[src/bhe_pkg.sv]
// Package: payload types, constants and belt cipher helpers for the hash engine.
`timescale 1ns / 1ps
package bhe_pkg;

    localparam int CIPHER_ROUNDS_DEF = 8;
    localparam int QUEUE_DEPTH_DEF = 4;

    typedef struct packed {
        logic [63:0] data_word;
        logic [3:0]  byte_count;
        logic        end_of_message;
    } in_item_t;

    typedef struct packed {
        logic [63:0] digest_part;
        logic [1:0]  part_index;
        logic        last_part;
    } out_item_t;

    // classified word handed from front to back
    typedef struct packed {
        logic [63:0] word;
        logic [6:0]  add_bits;
        logic        has_slot;
        logic        last;
    } cmd_t;

    localparam logic [255:0] CHAIN_INIT = {
        32'h0dcefd02, 32'hc2722e25, 32'hacc7b61b, 32'h9dfa0485,
        32'he45d4a58, 32'h8e006d36, 32'h3bf5080a, 32'hc8ba94b1
    };

    localparam logic [7:0] SBOX [256] = '{
        8'hB1,8'h94,8'hBA,8'hC8,8'h0A,8'h08,8'hF5,8'h3B,8'h36,8'h6D,8'h00,8'h8E,8'h58,8'h4A,8'h5D,8'hE4,
        8'h85,8'h04,8'hFA,8'h9D,8'h1B,8'hB6,8'hC7,8'hAC,8'h25,8'h2E,8'h72,8'hC2,8'h02,8'hFD,8'hCE,8'h0D,
        8'h5B,8'hE3,8'hD6,8'h12,8'h17,8'hB9,8'h61,8'h81,8'hFE,8'h67,8'h86,8'hAD,8'h71,8'h6B,8'h89,8'h0B,
        8'h5C,8'hB0,8'hC0,8'hFF,8'h33,8'hC3,8'h56,8'hB8,8'h35,8'hC4,8'h05,8'hAE,8'hD8,8'hE0,8'h7F,8'h99,
        8'hE1,8'h2B,8'hDC,8'h1A,8'hE2,8'h82,8'h57,8'hEC,8'h70,8'h3F,8'hCC,8'hF0,8'h95,8'hEE,8'h8D,8'hF1,
        8'hC1,8'hAB,8'h76,8'h38,8'h9F,8'hE6,8'h78,8'hCA,8'hF7,8'hC6,8'hF8,8'h60,8'hD5,8'hBB,8'h9C,8'h4F,
        8'hF3,8'h3C,8'h65,8'h7B,8'h63,8'h7C,8'h30,8'h6A,8'hDD,8'h4E,8'hA7,8'h79,8'h9E,8'hB2,8'h3D,8'h31,
        8'h3E,8'h98,8'hB5,8'h6E,8'h27,8'hD3,8'hBC,8'hCF,8'h59,8'h1E,8'h18,8'h1F,8'h4C,8'h5A,8'hB7,8'h93,
        8'hE9,8'hDE,8'hE7,8'h2C,8'h8F,8'h0C,8'h0F,8'hA6,8'h2D,8'hDB,8'h49,8'hF4,8'h6F,8'h73,8'h96,8'h47,
        8'h06,8'h07,8'h53,8'h16,8'hED,8'h24,8'h7A,8'h37,8'h39,8'hCB,8'hA3,8'h83,8'h03,8'hA9,8'h8B,8'hF6,
        8'h92,8'hBD,8'h9B,8'h1C,8'hE5,8'hD1,8'h41,8'h01,8'h54,8'h45,8'hFB,8'hC9,8'h5E,8'h4D,8'h0E,8'hF2,
        8'h68,8'h20,8'h80,8'hAA,8'h22,8'h7D,8'h64,8'h2F,8'h26,8'h87,8'hF9,8'h34,8'h90,8'h40,8'h55,8'h11,
        8'hBE,8'h32,8'h97,8'h13,8'h43,8'hFC,8'h9A,8'h48,8'hA0,8'h2A,8'h88,8'h5F,8'h19,8'h4B,8'h09,8'hA1,
        8'h7E,8'hCD,8'hA4,8'hD0,8'h15,8'h44,8'hAF,8'h8C,8'hA5,8'h84,8'h50,8'hBF,8'h66,8'hD2,8'hE8,8'h8A,
        8'hA2,8'hD7,8'h46,8'h52,8'h42,8'hA8,8'hDF,8'hB3,8'h69,8'h74,8'hC5,8'h51,8'hEB,8'h23,8'h29,8'h21,
        8'hD4,8'hEF,8'hD9,8'hB4,8'h3A,8'h62,8'h28,8'h75,8'h91,8'h14,8'h10,8'hEA,8'h77,8'h6C,8'hDA,8'h1D
    };

    function automatic logic [31:0] gsub(input logic [31:0] a, input int r);
        logic [31:0] w;
        w = {SBOX[a[31:24]], SBOX[a[23:16]], SBOX[a[15:8]], SBOX[a[7:0]]};
        return (w << r) | (w >> (32 - r));
    endfunction

endpackage

[src/bhe_front.sv]
// Front end: accepts items, masks invalid bytes and queues commands.
`timescale 1ns / 1ps
module bhe_front #(
    parameter int QUEUE_DEPTH = bhe_pkg::QUEUE_DEPTH_DEF
) (
    input  logic              clk,
    input  logic              rst_n,
    input  logic              in_valid,
    output logic              in_ready,
    input  bhe_pkg::in_item_t in_data,
    output logic              cmd_valid,
    input  logic              cmd_ready,
    output bhe_pkg::cmd_t     cmd
);
    import bhe_pkg::*;

    localparam int AW = (QUEUE_DEPTH > 1) ? $clog2(QUEUE_DEPTH) : 1;

    cmd_t          mem [QUEUE_DEPTH];
    logic [AW-1:0] wr_ptr_reg, wr_ptr_next, rd_ptr_reg, rd_ptr_next;
    logic [AW:0]   count_reg, count_next;
    logic [3:0]    n;
    logic [63:0]   mask;
    cmd_t          c;
    logic          push, pop;

    always_comb
    begin
        n = (in_data.byte_count > 4'd8) ? 4'd8 : in_data.byte_count;
        mask = (n == 4'd8) ? 64'hffff_ffff_ffff_ffff : ((64'd1 << {n, 3'b000}) - 64'd1);
        c.word = in_data.data_word & mask;
        c.add_bits = {n, 3'b000};
        c.has_slot = !in_data.end_of_message || (n != 4'd0);
        c.last = in_data.end_of_message;
    end

    assign in_ready  = (count_reg != (AW+1)'(QUEUE_DEPTH));
    assign cmd_valid = (count_reg != '0);
    assign push = in_valid && in_ready;
    assign pop  = cmd_valid && cmd_ready;

    always_comb
    begin
        wr_ptr_next = wr_ptr_reg;
        rd_ptr_next = rd_ptr_reg;
        if (push)
            wr_ptr_next = (wr_ptr_reg == AW'(QUEUE_DEPTH-1)) ? '0 : wr_ptr_reg + 1'b1;
        if (pop)
            rd_ptr_next = (rd_ptr_reg == AW'(QUEUE_DEPTH-1)) ? '0 : rd_ptr_reg + 1'b1;
        count_next = count_reg + (AW+1)'(push) - (AW+1)'(pop);
    end

    always_ff @(posedge clk or negedge rst_n)
    begin
        if (!rst_n)
        begin
            wr_ptr_reg <= '0;
            rd_ptr_reg <= '0;
            count_reg  <= '0;
        end
        else
        begin
            wr_ptr_reg <= wr_ptr_next;
            rd_ptr_reg <= rd_ptr_next;
            count_reg  <= count_next;
        end
    end

    always_ff @(posedge clk)
    begin
        if (push)
            mem[wr_ptr_reg] <= c;
    end

    assign cmd = mem[rd_ptr_reg];
endmodule

[config.mk]
export PLATFORM = sky130hd
export DESIGN_NAME = bhe_front
export DESIGN_NICKNAME = d
export VERILOG_FILES = /design/src/bhe_pkg.sv /design/src/bhe_front.sv
export SDC_FILE = /design/constraint.sdc
export NUM_CORES = 1
export LEC_CHECK = 0
export BUFFER_PORTS_ARGS = -buffer_cell sky130_fd_sc_hd__clkbuf_2
export CAP_MARGIN = 10
export CORE_MARGIN = 10
export CORE_UTILIZATION = 52
export CTS_BUF_LIST = sky130_fd_sc_hd__clkbuf_4 sky130_fd_sc_hd__clkbuf_8 sky130_fd_sc_hd__clkbuf_16
export DETAILED_ROUTE_END_ITERATION = 10
export HOLD_SLACK_MARGIN = 0.03
export PLACE_DENSITY = 0.74
export SETUP_SLACK_MARGIN = 0.3
export SLEW_MARGIN = 20
export SYNTH_ARGS = -nofsm -noshare
export SYNTH_HDL_FRONTEND = slang
export SYNTH_SLANG_ARGS = --single-unit
[constraint.sdc]
create_clock -name clk -period 2.25 [get_ports clk]
set_clock_uncertainty 0.2 [all_clocks]
set_input_delay 0.225 -clock clk [delete_from_list [all_inputs] [get_ports clk]]
set_output_delay 0.225 -clock clk [all_outputs]
set_load 0.01 [all_outputs]
==> flow_summary.ini, run 1 <==
[critical_path]
path_class = register to output pin
worstPathRequired_ps = 1820
cp-start-kind = register
cp.arrival_ps = 2020
end_kind = output pin
worst-path-max-fanout = 8

[power]
sw_frac_of_total_pct = 28.67
power_switching_mw = 5.602
power_leakage_nw = 5.471
vdd_drop_max_mv = 0.9569
power_density_nw_per_um2 = 1297
combPwrFrac_pct = 36.7
power_frac_seq_pct = 37.9
p_clk_share_pct = 25.4
p_int_mw = 13.93

[clock_tree]
clk_pin_slew_ps = 60
cts_buffer_depth = 3
cts_max_level = 1
clk_latency_ps = 550
cts_tree = yes
cts_root_buf = clkbuf_16
cts_inserted_buffers = 29
cts.sinks = 287

[logic_synthesis]
synth_area_um2 = 11140
synth_simple_gate_area_share_pct = 4.761
synth_cell_types = 33
muxShareOfSynthArea_pct = 14.62
synth_compound_area_share_pct = 0.5390
synth_top_family_by_area = multiplexers
async_flop_share_pct = 2.439
ys_seq_area_share_pct = 77.03
syn_avg_cell_area_um2 = 22.24
synthFlopType = edfxtp_1
synth_fa_ha_area_share_pct = 1.078
synth_edf_count = 280
synth_xor_area_share_pct = 0.3930
ys_warn_count = 0
yosys_register_bits = 287
synthCells = 501

[global_routing]
antenna_found_initial = 2
grt.overflow.total = 0
grt_pass1_wl_um = 38320
grt_usage_pct = 17.59
grt_max_degree = 34
first_global_vias = 6472

[placed_design]
port_buffers = 144
hpwl_um = 14830
globalplace.congestion = 0.7874
place_ws_ps = -143.4

[die]
ioPinCount = 148
core_um2 = 21020
num_rows = 53
chipWidth_um = 166.4
fp.dieArea_um2 = 27680
start_util_pct = 53.01
die_h_um = 166.4

[final_layout]
final_common_cell = edfxtp_1
largest_reg_flops = 280
fin_nets = 885
fill_cells = 1264
layout_common_cells = 280 x edfxtp_1, 132 x clkbuf_2, 70 x mux4_2, 70 x dlygate4sd3_1, 53 x nor2b_1
drive_gt1_share_pct = 45.40
area_delta_synth_final_pct = 35.21

[drt]
viasPerCell = 5.442
drc = 0
drt_first_iter_violations = 442
routed_wl_um = 25940
wl_per_cell_um = 23.53
ant_nets = 0
vias = 5997
dr.pass1.iters = 4

[timing]
setup_viol = 72
setup_ws_ps = -194.6
finalSetupTns_ps = -10470
rsz0062_at_grt = true
finalCritPeriodShare_pct = 108.6
fmax_mhz = 409.1
fin_crit_ps = 2445
slew_viol_final = 0
finalHoldViolCount = 0

[hold_path]
hp-class = primary input to register

[run]
cap_violations = 0

[status]
status = finished, violations left
violations = setup timing
## layout make-up
cell class                      instances  area [µm²]  area share [%]
Tap cell                              275       344.1           2.284
Multi-Input combinational cell        187        2529           16.78
Sequential cell                       287        8591           57.02
Antenna cell                            1       2.502         0.01661
Timing Repair Buffer                  289        2557           16.97
Clock inverter                         17       219.0           1.453
Inverter                                9       38.79          0.2574
Clock buffer                           37       785.8           5.215
## kinds of logic after synthesis
| logic type | Yosys count |
|---|---|
| AOI/OAI and AO/OA | 9 |
| xor gates and xnor gates | 5 |
| adders and majority gates | 9 |
| buffers and inverters | 33 |
| DFF | 287 |
| muxes | 74 |
| other | 1 |
| and+or+nand+nor | 83 |
## cell usage after synthesis (2+ instances only)
cell type  count  area [µm²]
edfxtp_1     280        8408
mux4_2        70        1577
nor2b_1       53       331.6
buf_4          9       67.56
inv_1          9       33.78
and2_1         8       50.05
clkbuf_1       8       30.03
ha_1           8       100.1
dfrtp_1        7       175.2
buf_2          6       30.03
nor2_1         5       18.77
xnor2_1        5       43.79
and3_2         4       30.03
a21boi_0       3       22.52
a21oi_1        3       15.01
and2b_1        3       22.52
mux2_2         2       22.52
mux2_4         2       30.03
nand2_1        2       7.510
## worst paths after layout
path	from	end	slack, ps	depth (start not counted)
setup / recovery	rd_ptr_reg[0]	cmd[6]	-190	4
hold / removal	in_data[4]	mem[0][5]	70	2
setup reg to reg	count_reg[0]	count_reg[2]	-160	10
hold reg to reg	wr_ptr_reg[1]	wr_ptr_reg[1]	380	1
max in group asynchronous	rst_n	rd_ptr_reg[0]	1100	3
min in group asynchronous	rst_n	count_reg[0]	440	3
## worst max-delay path, stage by stage, from the launching register on
cell	delay [ps]
dfrtp_4	450
buf_12	160
buf_16	150
mux4_2	550
buf_6	150
## through the flow
stage	power [mW]	cells	hold WS [ps]	util (%)	cell area [µm²]
3_3_place_gp	12.91	930	-132.0	59.66	12540
3_5_place_dp	13.09	930	-123.1	59.66	12540
6_report	19.53	1102	70.38	71.67	15070
4_1_cts	18.89	1075	34.14	69.28	14560
2_1_floorplan	10.76	503	-270.6	-	11190
5_1_grt	20.41	1102	46.49	71.67	15070
## power by group through the flow
stage | clock, mW | combinational (mW) | sequential (mW)
3_3_place_gp | 0 | 5.37 | 7.54
5_1_grt | 5.28 | 7.65 | 7.48
6_report | 4.96 | 7.17 | 7.40
4_1_cts | 5.05 | 6.41 | 7.43
3_5_place_dp | 0 | 5.46 | 7.63
2_1_floorplan | 0 | 3.36 | 7.39
## layer usage
layer  GRT usage, %  vias up  share of wire, %
li1               -     2651                 -
met1          23.18     3089                40
met2          29.27      223                51
met3          4.354       32               7.7
met4          3.475        2               1.5
met5              0        -             0.077
## repair_timing
| action | CTS | global route |
|---|---|---|
| hold endpoints to repair | 281 | 0 |
| pin swaps | 8 | 3 |
| hold buffers | 70 | 0 |
| resized for setup | 16 | 57 |
| cloned | 6 | 10 |
| setup buffers | 15 | 16 |
| setup endpoints to repair | 166 | 124 |
No activity file was read; power rests on OpenSTA's default activity.
==> run 2: changes to the inputs <==
--- a/config.mk
+++ b/config.mk
@@ -16,2 +16,3 @@
 export SETUP_SLACK_MARGIN = 0.3
+export SKIP_LAST_GASP = 1
 export SLEW_MARGIN = 20
==> constraint.sdc (replaced) <==
create_clock -name clk -period 2.25 [get_ports clk]
set_clock_uncertainty 0.2 [all_clocks]
set_input_delay 0.45 -clock clk [delete_from_list [all_inputs] [get_ports clk]]
set_output_delay 0.45 -clock clk [all_outputs]
set_load 0.01 [all_outputs]
==> flow_summary.ini, run 2 (synthesis results as in run 1) <==
[die]
core_um2 = 21020
chipWidth_um = 166.4
fp.dieArea_um2 = 27680
die_h_um = 166.4
num_rows = 53
ioPinCount = 148
start_util_pct = 53.01

[clock_tree]
clk_pin_slew_ps = 60
cts_tree = yes
cts_inserted_buffers = 29
cts_max_level = 1
clk_latency_ps = 530
cts_root_buf = clkbuf_16
cts_buffer_depth = 3
cts.sinks = 287

[critical_path]
r2r-start = count_reg[0]
slowest_delay_ps = 510
cp_top_family = buffers and inverters
cp.arrival_ps = 2030
ff2ff_path_depth = 10
path_class = register to output pin
end_kind = output pin
worst-path-buf-inv = 4
reg2reg_slack_ps = -110
crit_slowest_cell = dfrtp_4
regToRegEndpoint = count_reg[2]
crit_chain = buf_4 > buf_12 > buf_16 > mux4_2 > clkbuf_2
worst-path-max-fanout = 5
worstPathRequired_ps = 1600
cp-start-kind = register

[power]
power_leakage_nw = 5.061
p_total_mw = 18.41
power_density_nw_per_um2 = 1307
vdd_drop_max_mv = 0.8267

[global_routing]
grt_pass1_wl_um = 35160
antenna_found_initial = 2
grt_max_degree = 56
grt.overflow.total = 0
first_global_vias = 6178
grt_usage_pct = 16.10

[final_layout]
layout_common_cells = 280 x edfxtp_1, 141 x clkbuf_2, 70 x mux4_2
area_delta_synth_final_pct = 26.42
final_common_cell = edfxtp_1
drive_gt1_share_pct = 50.00
largest_reg_flops = 280
fin_nets = 802
final_cells = 1017
fill_cells = 1319
fin_util_pct = 67.01
final_area_um2 = 14090

[drt]
drt_first_iter_violations = 348
wl_per_cell_um = 23.37
viasPerCell = 5.447
routed_wl_um = 23770
drc = 0
dr.pass1.iters = 4
vias = 5540
ant_nets = 0

[timing]
fin_crit_ps = 2675
slew_viol_final = 0
finalCritPeriodShare_pct = 118.9
holdWs_ps = 76.89
setup_viol = 72
rsz0062_at_grt = true
fmax_mhz = 373.8
finalHoldViolCount = 0
finalSetupTns_ps = -27370
setup_ws_ps = -425.4

[placed_design]
place_ws_ps = -116.5
globalplace.congestion = 0.7926
hpwl_um = 13880
port_buffers = 144
placedInstanceArea_um2 = 12530
place_inst = 928

[status]
status = finished, violations left
violations = setup timing

[hold_path]
min_to = mem[0][67]
hp-class = primary input to register
hp-start = in_data[66]
hold_path_depth = 2

[run]
cap_violations = 0
[run 2: repair_timing]
action / in CTS / in global routing
pin swaps: 2 / 2
endpoints found under the setup margin: 180 / 296
gates resized for setup: 14 / 20
cloned: 3 / 14
setup buffers: 13 / 4
hold buffers: 2 / 0
endpoints found under the hold margin: 11 / 0
[run 2: area by class of cell]
type                            count  area [µm²]  area share (%)
Sequential cell                   287        8591           60.98
Multi-Input combinational cell    183        2525           17.92
Timing Repair Buffer              210        1673           11.87
Clock buffer                       43       849.6           6.031
Tap cell                          275       344.1           2.442
Clock inverter                      8       63.81          0.4530
Inverter                            9       36.28          0.2576
Antenna cell                        2       5.005         0.03553
[run 2: where the power goes]
part	total [mW]	switching, mW	internal, mW
sequential	7.37	0.268	7.11
clock	4.54	1.83	2.71
combinational	6.50	3.17	3.33
total	18.4	5.27	13.1
[run 2: routing by layer]
layer,GRT usage [%],vias to the layer above,share of wire (%)
li1,-,2472,-
met1,18.98,2867,39
met2,28.56,166,53
met3,3.999,35,7.0
met4,4.620,0,2.0
met5,0,-,0
[run 2: how the worst max path moves through the flow]
stage | slack (ps) | cells past startpoint | endpoint | startpoint
final | -430 | 5 | cmd[27] | rd_ptr_reg[0]
after global placement | -70 | 10 | count_reg[2] | count_reg[0]
after CTS | -450 | 4 | cmd[50] | rd_ptr_reg[0]
after detailed placement | -120 | 10 | count_reg[2] | count_reg[2]
after floorplan | -130 | 10 | count_reg[2] | count_reg[1]
after global routing | -480 | 4 | cmd[7] | rd_ptr_reg[0]
[run 2: worst reg2reg max path, delay by kind of cell (launching register included)]
| kind | cells | cell delay [ps] |
|---|---|---|
| adders and majority gates | 3 | 670 |
| xor gates and xnor gates | 2 | 270 |
| and+or+nand+nor | 2 | 580 |
| DFF | 1 | 390 |
| buffers and inverters | 3 | 140 |
==> run 3: changes to the inputs <==
CELL_PAD_IN_SITES_DETAIL_PLACEMENT = 1   (was not set)
CELL_PAD_IN_SITES_GLOBAL_PLACEMENT = 2   (was not set)
CORE_UTILIZATION = 40   (was 52)
PLACE_DENSITY = 0.73   (was 0.74)
SETUP_SLACK_MARGIN = not set   (was 0.3)
==> flow_summary.ini, run 3 (synthesis results as in run 1) <==
[status]
status = finished, violations left
violations = setup timing

[drt]
routed_wl_um = 24800
viasPerCell = 4.994
vias = 5513
drc = 0
dr.pass1.iters = 4
ant_nets = 0
drt_first_iter_violations = 299
wl_per_cell_um = 22.46

[global_routing]
grt.overflow.total = 0
antenna_found_initial = 2
grt_usage_pct = 14.03
grt_max_degree = 33
first_global_vias = 6240
grt_pass1_wl_um = 38360

[placed_design]
hpwl_um = 16460
port_buffers = 144
place_ws_ps = -206.3
placedInstanceArea_um2 = 12680
globalplace.congestion = 0.7077

[timing]
fin_crit_ps = 2666
fmax_mhz = 375.1
worst_slew_pin_slew_ps = 528.7
setup_ws_ps = -415.8
finalSetupTns_ps = -25850
max-slew-margin-rel_pct = 64.75
slew_viol_final = 0
rsz0062_at_grt = true
finalCritPeriodShare_pct = 118.5
finalHoldViolCount = 0
setup_viol = 72

[critical_path]
r2r-start = count_reg[0]
end_kind = output pin
cp.arrival_ps = 2020
crit_slowest_cell = mux4_2
slowest_delay_ps = 580
worstPathRequired_ps = 1600
crit_chain = buf_12 > mux4_2 > clkbuf_2
reg2reg_slack_ps = -100
ff2ff_path_depth = 10
cp-start-kind = register
path_class = register to output pin
worst-path-max-fanout = 25
regToRegEndpoint = count_reg[2]

[clock_tree]
cts_tree = yes
cts_inserted_buffers = 30
cts_max_level = 1
clk_latency_ps = 540
cts_buffer_depth = 3
cts_root_buf = clkbuf_16
clk_pin_slew_ps = 60
cts.sinks = 287

[hold_path]
hp-start = in_data[66]
hp-class = primary input to register
min_to = mem[1][67]
hold_path_depth = 2

[die]
chipWidth_um = 186.9
fp.dieArea_um2 = 34930
num_rows = 61
core_um2 = 27630
die_h_um = 186.9
start_util_pct = 40.33
ioPinCount = 148

[power]
power_leakage_nw = 4.883
power_density_nw_per_um2 = 1305
vdd_drop_max_mv = 0.5981

[run]
cap_violations = 0

[final_layout]
area_delta_synth_final_pct = 24.51
final_area_um2 = 13870
final_common_cell = edfxtp_1
layout_common_cells = 280 x edfxtp_1, 137 x clkbuf_2, 70 x mux4_2
drive_gt1_share_pct = 46.13
fin_nets = 783
largest_reg_flops = 280
run 3: cell count changes in the layout (fill, tap and decap cells not counted), moves of 3 or more:
cell,change
clkbuf_2,-4
clkinv_2,+6
clkbuf_8,-3
clkinv_1,+4
nor2b_2,-14
buf_8,-5
clkbuf_4,-9
clkbuf_16,-5
nor2b_1,+14
buf_6,-5
run 3: cell type report:
cell class	instances	area [µm²]
inverter	9	38.79
tap	378	473.0
sequential	287	8591
timing repair buffer	190	1334
clock inverter	22	170.2
fill	2561	13750
antenna	2	5.005
multi-input combinational	183	2472
clock buffer	33	790.8
run 3: critical path: cells and delay by family (launching register included):
kind | cells | cell delay (ps)
muxes | 1 | 580
buffers and inverters | 2 | 410
DFF | 1 | 480
run 3: per-layer routing:
metal	global-route usage, %	share of wire [%]	vias up
met4	3.164	1.7	0
met1	18.08	43	2890
met3	3.188	5.2	38
li1	-	-	2438
met2	23.71	50	147
met5	0	0	-
run 3: where the power goes:
group / internal [mW] / switching, mW / total [mW]
logic: 2.92 / 2.99 / 5.91
clock network: 2.75 / 1.99 / 4.74
registers: 7.11 / 0.341 / 7.45
run 3: per-stage QoR:
step	hold WS [ps]	utilization [%]	power, mW	std cells
3_3_place_gp	98.25	45.91	13.06	1037
3_5_place_dp	109.4	45.91	13.24	1037
4_1_cts	53.85	49.97	18.32	1100
5_1_grt	84.43	50.20	19.03	1102
6_report	74.00	50.22	18.10	1104
2_1_floorplan	-45.59	-	10.75	503
run 3: what timing repair did:
item | 4_1_cts | 5_1_grt
gates cloned | 2 | 1
hold buffers | 2 | 0
buffers inserted | 4 | 2
pin swaps | 9 | 8
gates resized for setup | 14 | 20
endpoints found under the hold margin | 11 | 0
endpoints found under the setup margin | 73 | 73
run 3: worst max path at each step:
| stage | from | end | slack (ps) | cells after the start |
|---|---|---|---|---|
| after global routing | rd_ptr_reg[0] | cmd[30] | -500 | 3 |
| after global placement | count_reg[0] | count_reg[2] | -70 | 10 |
| after floorplan | count_reg[1] | count_reg[2] | -130 | 10 |
| after CTS | rd_ptr_reg[0] | cmd[30] | -450 | 3 |
| final | rd_ptr_reg[0] | cmd[30] | -420 | 3 |
| after detailed placement | count_reg[2] | count_reg[2] | -210 | 10 |
